`config.mk`:
```
export PLATFORM = sky130hd
export DESIGN_NAME = pending_signal_queue
export DESIGN_NICKNAME = d
export VERILOG_FILES = /design/src/rtl/psq_pkg.sv /design/src/rtl/psq_ctrl.sv /design/src/rtl/psq_datapath.sv /design/src/rtl/pending_signal_queue.sv
export SDC_FILE = /design/constraint.sdc
export NUM_CORES = 2
export LEC_CHECK = 0
export BUFFER_PORTS_ARGS = -buffer_cell sky130_fd_sc_hd__buf_2
export CAP_MARGIN = 25
export CORE_AREA = 10 10 517 519
export DETAILED_ROUTE_END_ITERATION = 6
export DIE_AREA = 0 0 527 529
export PLACE_DENSITY = 0.53
export SLEW_MARGIN = 0
export SYNTH_ARGS = -nofsm -noshare
export SYNTH_HDL_FRONTEND = slang
export SYNTH_SLANG_ARGS = --single-unit
export TNS_END_PERCENT = 1
```
`constraint.sdc`:
```
create_clock -name clk -period 4.9 [get_ports clk]
set_input_delay 0.98 -clock clk [delete_from_list [all_inputs] [get_ports clk]]
set_output_delay 0.98 -clock clk [all_outputs]
set_load 0.02 [all_outputs]
```
`src/rtl/psq_pkg.sv`:
```
// psq_pkg: shared types and constants for the pending signal queue
// depends on nothing
`timescale 1ns / 1ps

package psq_pkg;

  localparam int NUM_SIGNALS_DEF  = 64;
  localparam int PAYLOAD_BITS_DEF = 32;

  localparam int FIFO_DEPTH = 64;
  localparam int PTR_W      = 6;
  localparam int CNT_W      = 7;
  localparam int SIG_W      = 6;
  localparam int SIG_IN_W   = 8;
  localparam int PAY_IN_W   = 32;
  localparam int MASK_W     = 64;
  localparam int STAT_W     = 3;

  typedef enum logic [STAT_W-1:0] {
    STAT_OK       = 3'd0,
    STAT_NO_TABLE = 3'd1,
    STAT_INVALID  = 3'd2,
    STAT_PENDING  = 3'd3,
    STAT_EMPTY    = 3'd4
  } status_t;

  typedef enum logic {
    FUNC_SEND  = 1'b0,
    FUNC_FETCH = 1'b1
  } func_t;

  typedef enum logic {
    REG_TABLE_PRESENT = 1'b0,
    REG_BLOCK_BITS    = 1'b1
  } reg_idx_t;

  typedef enum logic [1:0] {
    ST_IDLE,
    ST_READ,
    ST_REPLY
  } state_t;

  typedef struct packed {
    logic capture;
    logic decide;
    logic commit;
  } ctl_t;

endpackage

```
`src/rtl/psq_ctrl.sv`:
```
// psq_ctrl: request sequencer, capture then decide then commit and reply
// depends on psq_pkg
`timescale 1ns / 1ps

module psq_ctrl
  import psq_pkg::*;
(
  input  logic clk,
  input  logic rst,
  input  logic start,
  output logic busy,
  output logic done,
  output ctl_t ctl
);

  state_t state;
  state_t state_next;

  always_ff @(posedge clk) begin
    if (rst) begin
      state <= ST_IDLE;
    end else begin
      state <= state_next;
    end
  end

  always_comb begin
    state_next = state;
    case (state)
      ST_IDLE: begin
        if (start) state_next = ST_READ;
      end
      ST_READ:  state_next = ST_REPLY;
      ST_REPLY: state_next = ST_IDLE;
      default:  state_next = ST_IDLE;
    endcase
  end

  always_comb begin
    busy        = 1'b1;
    done        = 1'b0;
    ctl.capture = 1'b0;
    ctl.decide  = 1'b0;
    ctl.commit  = 1'b0;
    case (state)
      ST_IDLE: begin
        busy        = 1'b0;
        ctl.capture = start;
      end
      ST_READ: begin
        ctl.decide = 1'b1;
      end
      ST_REPLY: begin
        done       = 1'b1;
        ctl.commit = 1'b1;
      end
      default: begin
        busy = 1'b1;
      end
    endcase
  end

endmodule

```
`src/rtl/psq_datapath.sv`:
```
// psq_datapath: config registers, pending bits, entry memory and fifo pointers
// depends on psq_pkg
`timescale 1ns / 1ps

module psq_datapath
  import psq_pkg::*;
#(
  parameter int NUM_SIGNALS  = NUM_SIGNALS_DEF,
  parameter int PAYLOAD_BITS = PAYLOAD_BITS_DEF
) (
  input  logic                clk,
  input  logic                rst,
  input  ctl_t                ctl,
  input  logic                func,
  input  logic [SIG_IN_W-1:0] sig,
  input  logic [PAY_IN_W-1:0] payload,
  input  logic                cfg_wr,
  input  logic                cfg_index,
  input  logic [MASK_W-1:0]   cfg_data,
  output logic [STAT_W-1:0]   status,
  output logic [SIG_W-1:0]    out_sig,
  output logic [PAY_IN_W-1:0] out_payload
);

  localparam int PW      = (PAYLOAD_BITS < PAY_IN_W) ? PAYLOAD_BITS : PAY_IN_W;
  localparam int ENTRY_W = SIG_W + PW;

  logic                   table_present;
  logic [MASK_W-1:0]      block_bits;
  logic [NUM_SIGNALS-1:0] pending;
  logic [PTR_W-1:0]       head;
  logic [PTR_W-1:0]       tail;
  logic [CNT_W-1:0]       count;

  logic                   req_func;
  logic [SIG_IN_W-1:0]    req_sig;
  logic [PW-1:0]          req_pay;

  status_t                dec_status;
  logic                   dec_push;
  logic                   dec_pop;
  logic                   dec_set;

  logic [ENTRY_W-1:0]     mem [FIFO_DEPTH];
  logic [ENTRY_W-1:0]     rd_q;

  status_t                stat_next;
  logic                   push_next;
  logic                   pop_next;
  logic                   set_next;
  logic [SIG_W-1:0]       req_idx;
  logic [MASK_W-1:0]      pend_wide;
  logic [MASK_W-1:0]      req_bit;
  logic [MASK_W-1:0]      pop_bit;
  logic [SIG_W-1:0]       rd_sig;

  assign req_idx   = req_sig[SIG_W-1:0];
  assign pend_wide = MASK_W'(pending);
  assign req_bit   = MASK_W'(1) << req_idx;
  assign rd_sig    = rd_q[ENTRY_W-1 -: SIG_W];
  assign pop_bit   = MASK_W'(1) << rd_sig;

  // config writes
  always_ff @(posedge clk) begin
    if (rst) begin
      table_present <= 1'b0;
      block_bits    <= '0;
    end else if (cfg_wr) begin
      case (cfg_index)
        REG_TABLE_PRESENT: table_present <= cfg_data[0];
        REG_BLOCK_BITS:    block_bits    <= cfg_data;
        default:           table_present <= table_present;
      endcase
    end
  end

  // request capture
  always_ff @(posedge clk) begin
    if (ctl.capture) begin
      req_func <= func;
      req_sig  <= sig;
      req_pay  <= payload[PW-1:0];
    end
  end

  // request decision
  always_comb begin
    stat_next = STAT_OK;
    push_next = 1'b0;
    pop_next  = 1'b0;
    set_next  = 1'b0;
    if (!table_present) begin
      stat_next = STAT_NO_TABLE;
    end else if (req_func == FUNC_SEND) begin
      if (req_sig[SIG_IN_W-1] || (req_sig >= SIG_IN_W'(NUM_SIGNALS))) begin
        stat_next = STAT_INVALID;
      end else if (block_bits[req_idx]) begin
        set_next = 1'b1;
      end else if (pend_wide[req_idx] || (count >= CNT_W'(FIFO_DEPTH))) begin
        stat_next = STAT_PENDING;
      end else begin
        push_next = 1'b1;
        set_next  = 1'b1;
      end
    end else begin
      if (count == '0) begin
        stat_next = STAT_EMPTY;
      end else begin
        pop_next = 1'b1;
      end
    end
  end

  always_ff @(posedge clk) begin
    if (rst) begin
      dec_status <= STAT_OK;
      dec_push   <= 1'b0;
      dec_pop    <= 1'b0;
      dec_set    <= 1'b0;
    end else if (ctl.decide) begin
      dec_status <= stat_next;
      dec_push   <= push_next;
      dec_pop    <= pop_next;
      dec_set    <= set_next;
    end
  end

  // entry memory
  always_ff @(posedge clk) begin
    if (ctl.commit && dec_push) begin
      mem[tail] <= {req_idx, req_pay};
    end
    if (ctl.decide) begin
      rd_q <= mem[head];
    end
  end

  // queue state
  always_ff @(posedge clk) begin
    if (rst) begin
      pending <= '0;
      head    <= '0;
      tail    <= '0;
      count   <= '0;
    end else if (ctl.commit) begin
      if (dec_set) begin
        pending <= pending | req_bit[NUM_SIGNALS-1:0];
      end
      if (dec_push) begin
        tail  <= tail + PTR_W'(1);
        count <= count + CNT_W'(1);
      end
      if (dec_pop) begin
        pending <= pending & ~pop_bit[NUM_SIGNALS-1:0];
        head    <= head + PTR_W'(1);
        count   <= count - CNT_W'(1);
      end
    end
  end

  assign status      = dec_status;
  assign out_sig     = dec_pop ? rd_sig : '0;
  assign out_payload = dec_pop ? PAY_IN_W'(rd_q[PW-1:0]) : '0;

endmodule

```
`src/rtl/pending_signal_queue.sv`:
```
// pending_signal_queue: top level, sequencer plus datapath
// depends on psq_pkg, psq_ctrl, psq_datapath
//
// channel   direction  handshake            payload
// request   in         start, busy          func, sig, payload
// result    out        done strobe          status, out_sig, out_payload
// config    in         cfg_valid, cfg_ready cfg_index, cfg_data
//
// each request passes in order through capture, memory read and decision, then commit and reply
// the memory read port of the entry store sets the read-then-commit sequence
// start is taken only while busy is low; done is high for exactly one cycle
// synchronous active-high reset clears config, pending bits and fifo pointers
// the receiver cannot stall results; config writes are always ready
`timescale 1ns / 1ps

module pending_signal_queue
  import psq_pkg::*;
#(
  parameter int NUM_SIGNALS  = NUM_SIGNALS_DEF,
  parameter int PAYLOAD_BITS = PAYLOAD_BITS_DEF
) (
  input  logic                clk,
  input  logic                rst,
  input  logic                start,
  output logic                busy,
  input  logic                func,
  input  logic [SIG_IN_W-1:0] sig,
  input  logic [PAY_IN_W-1:0] payload,
  output logic                done,
  output logic [STAT_W-1:0]   status,
  output logic [SIG_W-1:0]    out_sig,
  output logic [PAY_IN_W-1:0] out_payload,
  input  logic                cfg_valid,
  output logic                cfg_ready,
  input  logic                cfg_index,
  input  logic [MASK_W-1:0]   cfg_data
);

  ctl_t ctl;

  assign cfg_ready = 1'b1;

  psq_ctrl u_ctrl (
    .clk   (clk),
    .rst   (rst),
    .start (start),
    .busy  (busy),
    .done  (done),
    .ctl   (ctl)
  );

  psq_datapath #(
    .NUM_SIGNALS  (NUM_SIGNALS),
    .PAYLOAD_BITS (PAYLOAD_BITS)
  ) u_datapath (
    .clk         (clk),
    .rst         (rst),
    .ctl         (ctl),
    .func        (func),
    .sig         (sig),
    .payload     (payload),
    .cfg_wr      (cfg_valid & cfg_ready),
    .cfg_index   (cfg_index),
    .cfg_data    (cfg_data),
    .status      (status),
    .out_sig     (out_sig),
    .out_payload (out_payload)
  );

endmodule
```
==> results.md <==
- Nets: 5,104
- Ys Warns: 0
- Final cell count without fillers: 8,571
- # fillers: 21,217
- Sequential area share after synthesis: 76.8%
- Root buffer cell: clkbuf_16
- Worst hold path class: primary input to register
- WL/cell: 34.3 um
- Die height: 529 um
- Critical Path Start Type: register
- Final clock skew: 0.0542 ns
- First-pass GRT wire length: 407 mm
- Primary FF master, synth: edfxtp_1
- RSZ-0062 raised after global routing: no
- Post-synth ARST share: 0%
- Synthesized area: 102,000 um^2
- Setup TNS Final: 0 ns
- Final Hold Viols: 0
- CP Data Required Time: 3.92 ns
- Max IR drop VDD: 0.412 mV
- Arrival time at the worst endpoint: 2.74 ns
- Yosys cell types: 49
- Critical path, cell by cell: buf_4 > and2_1 > buf_2
- Number of global-route vias before repair: 50,481
- CP Max Fanout: 38
- Worst-path clk slew: 0.06 ns
- Place WS: 1.54 ns
- Clock sink total: 2,667
- Synth Register Bits: 2,667
- Clk_lat worst skew: 0.94 ns
- Antenna-violating nets left: 0
- First-pass iteration count of the detailed router: 5
- P&R area growth vs syn: 15.0%
- # rows: 186
- Initial Util: 39.9%
- H-Tree Depth: 5
- Worst slew pin tran: 1.08 ns
- Seq. cell area: 78,500 um^2
- Most frequent cells in the layout: 2,511 x edfxtp_1, 808 x mux4_2, 293 x clkbuf_16
- Count of flip-flops with a built-in enable after synthesis: 2,511
- Multi-input logic area: 23,000 um^2
- Final setup violation count: 0
- PnR worst setup slack: 1.18 ns
- Worst path max stage delay: 0.71 ns
- Setup CP Type: register to output pin
- Headroom to the max-slew limit: 27.8%
- Post-Syn Instances: 4,580
- Drt drc: 0
- Pwr Total: 46.1 mW
- CP startpoint: u_datapath.dec_pop
- Dpl cells: 8,077
- Post-synthesis area per instance: 22.3 um^2
- Most common cell after layout, fill and taps aside: edfxtp_1
- Post-DP HPWL: 159 mm
- Port-buffer cells: 152
- Resize count post-CTS: 0
- Achievable frequency: 269 MHz
- Crit path to: out_payload[24]
- Hold-fix buffers at CTS: 0
- Congestion Overflow GR: 0
- Slew Viols, Final: 0
- CTS tree: yes
- Tot GR Track Use: 20.6%
- Core area: 256,000 um^2
- Period utilisation layout: 75.8%
- Outcome: finished, final reports clean
- Fin crit period: 3.72 ns
- R2R Path End: u_datapath.mem[28][33]
- Chip width: 527 um
- Iter 0 DRT Violations: 6,358
- Flop2flop setup slack: 1.48 ns
- Initial antenna violation count: 25
- R2r startpoint: u_ctrl.state[1]
- Syn Nets: 4,698
- I/O pins: 154
- Post-CTS setup buffer count: 0
- Leakage: 35.3 nW
- CTS max path bufs: 4
- Crit end category: output pin
- Vias/cell: 5.87
- Routed WL: 294 mm
- Largest net degree at the start of global routing: 112
- R2R cell count: 6
- PwrDens: 392 nW/um^2
- Max Cap Viol: 0
- Vias: 50,319
- TritonCTS Buffers: 289
- RD Place Congestion: 0.766
- Die area: 279,000 um^2
- Slowest-stage cell, CP: dfxtp_2
- Share of post-route cells with drive strength above 1: 31.6%
[state kept, by name, indices dropped and copies added, names as in the netlist]
register and count:
u_datapath.pend_wide 64, u_datapath.req_sig 8, u_datapath.mem 2432, u_datapath.status 3
u_datapath.req_pay 32, u_datapath.head 6, u_datapath.dec_pop 1, u_datapath.dec_set 1
u_ctrl.state 2, u_datapath.dec_push 1, u_datapath.count 7, u_datapath.tail 6
u_datapath.table_present 1, u_datapath.rd_q 38, u_datapath.block_bits 64, u_datapath.req_func 1
[final cells by class]
cell class | instances | share of cell area, %
Sequential cell | 2667 | 66.8
Multi-Input combinational cell | 1648 | 19.6
Clock buffer | 362 | 6.49
Tap cell | 3384 | 3.60
Timing Repair Buffer | 369 | 2.62
Clock inverter | 127 | 0.823
Inverter | 11 | 0.0351
Antenna cell | 3 | 0.00639
[power breakdown]
group	leakage, nW	total, mW	switching, mW	internal [mW]
Sequential	23.9	25.1	0.0526	25.0
Combinational	7.24	0.669	0.549	0.120
Clock	4.24	20.4	8.65	11.7
Total	35.3	46.1	9.25	36.9
[cell usage after synthesis, types with 2 or more instances]
library cell	number	share of area, %
nor4_1	3	0.018
nor3_1	14	0.069
nand4_1	3	0.018
a211oi_1	18	0.13
o41ai_1	2	0.017
or3b_2	2	0.017
ha_1	7	0.086
a22oi_1	12	0.088
buf_6	5	0.055
nand3_1	23	0.11
o21ai_1	2	0.0098
xor2_1	6	0.051
nand2b_1	6	0.037
xnor2_1	7	0.060
o21ai_0	68	0.33
mux2i_1	29	0.28
mux2_2	5	0.055
a22o_1	2	0.017
and2_1	43	0.26
or2_2	2	0.012
and3_1	9	0.055
inv_1	11	0.040
nor2_1	116	0.43
nor2b_1	33	0.20
clkbuf_1	143	0.53
dfxtp_1	156	3.1
nand3b_1	4	0.029
a21oi_1	162	0.79
or3_1	2	0.012
o22ai_1	3	0.018
edfxtp_1	2511	74
and4_1	2	0.017
buf_2	61	0.30
buf_1	27	0.099
mux4_2	808	18
buf_4	18	0.13
nand2_1	243	0.89
[metal layers]
metal / global-route usage (%) / vias up / routed length (um)
met5: 0 / - / 0
li1: - / 20069 / -
met1: 29.6 / 27726 / 124000
met2: 32.8 / 2133 / 140000
met4: 4.49 / 0 / 5960
met3: 4.17 / 391 / 24400
[through the flow]
| step | util, % | cell area (um^2) | hold slack, ns |
|---|---|---|---|
| finish | 45.9 | 118000 | 0.218 |
| global route | 45.9 | 118000 | 0.175 |
| CTS | 45.9 | 117000 | 0.156 |
| detailed placement | 42.5 | 109000 | 0.445 |
| global placement | 42.5 | 109000 | 0.438 |
| floorplan | - | 102000 | 0.433 |
[critical path: cells and delay by family, from the launching register on]
| family | cells | cell delay (ns) |
|---|---|---|
| buffers and inverters | 2 | 0.75 |
| DFF | 1 | 0.71 |
| and+or+nand+nor | 1 | 0.34 |
[logic make-up after synthesis]
family | synth area share (%)
buf+inv | 1.15
mux | 18.1
other cells | 0.00367
xor+xnor | 0.111
fa+ha+maj | 0.105
flops | 76.8
simple gates | 2.20
compound gates | 1.47
[worst min-delay path by stage]
stage                              startpoint                         to  slack (ns)  cells after the start
detailed placement  u_datapath.block_bits[46]  u_datapath.block_bits[46]        0.44                      2
finish                             payload[7]      u_datapath.req_pay[7]        0.22                      1
global route                       payload[7]      u_datapath.req_pay[7]        0.17                      1
floorplan           u_datapath.block_bits[10]  u_datapath.block_bits[10]        0.43                      2
CTS                                    sig[4]      u_datapath.req_sig[4]        0.16                      1
global placement     u_datapath.block_bits[3]   u_datapath.block_bits[3]        0.44                      2
(Power assumes the default switching activity.)
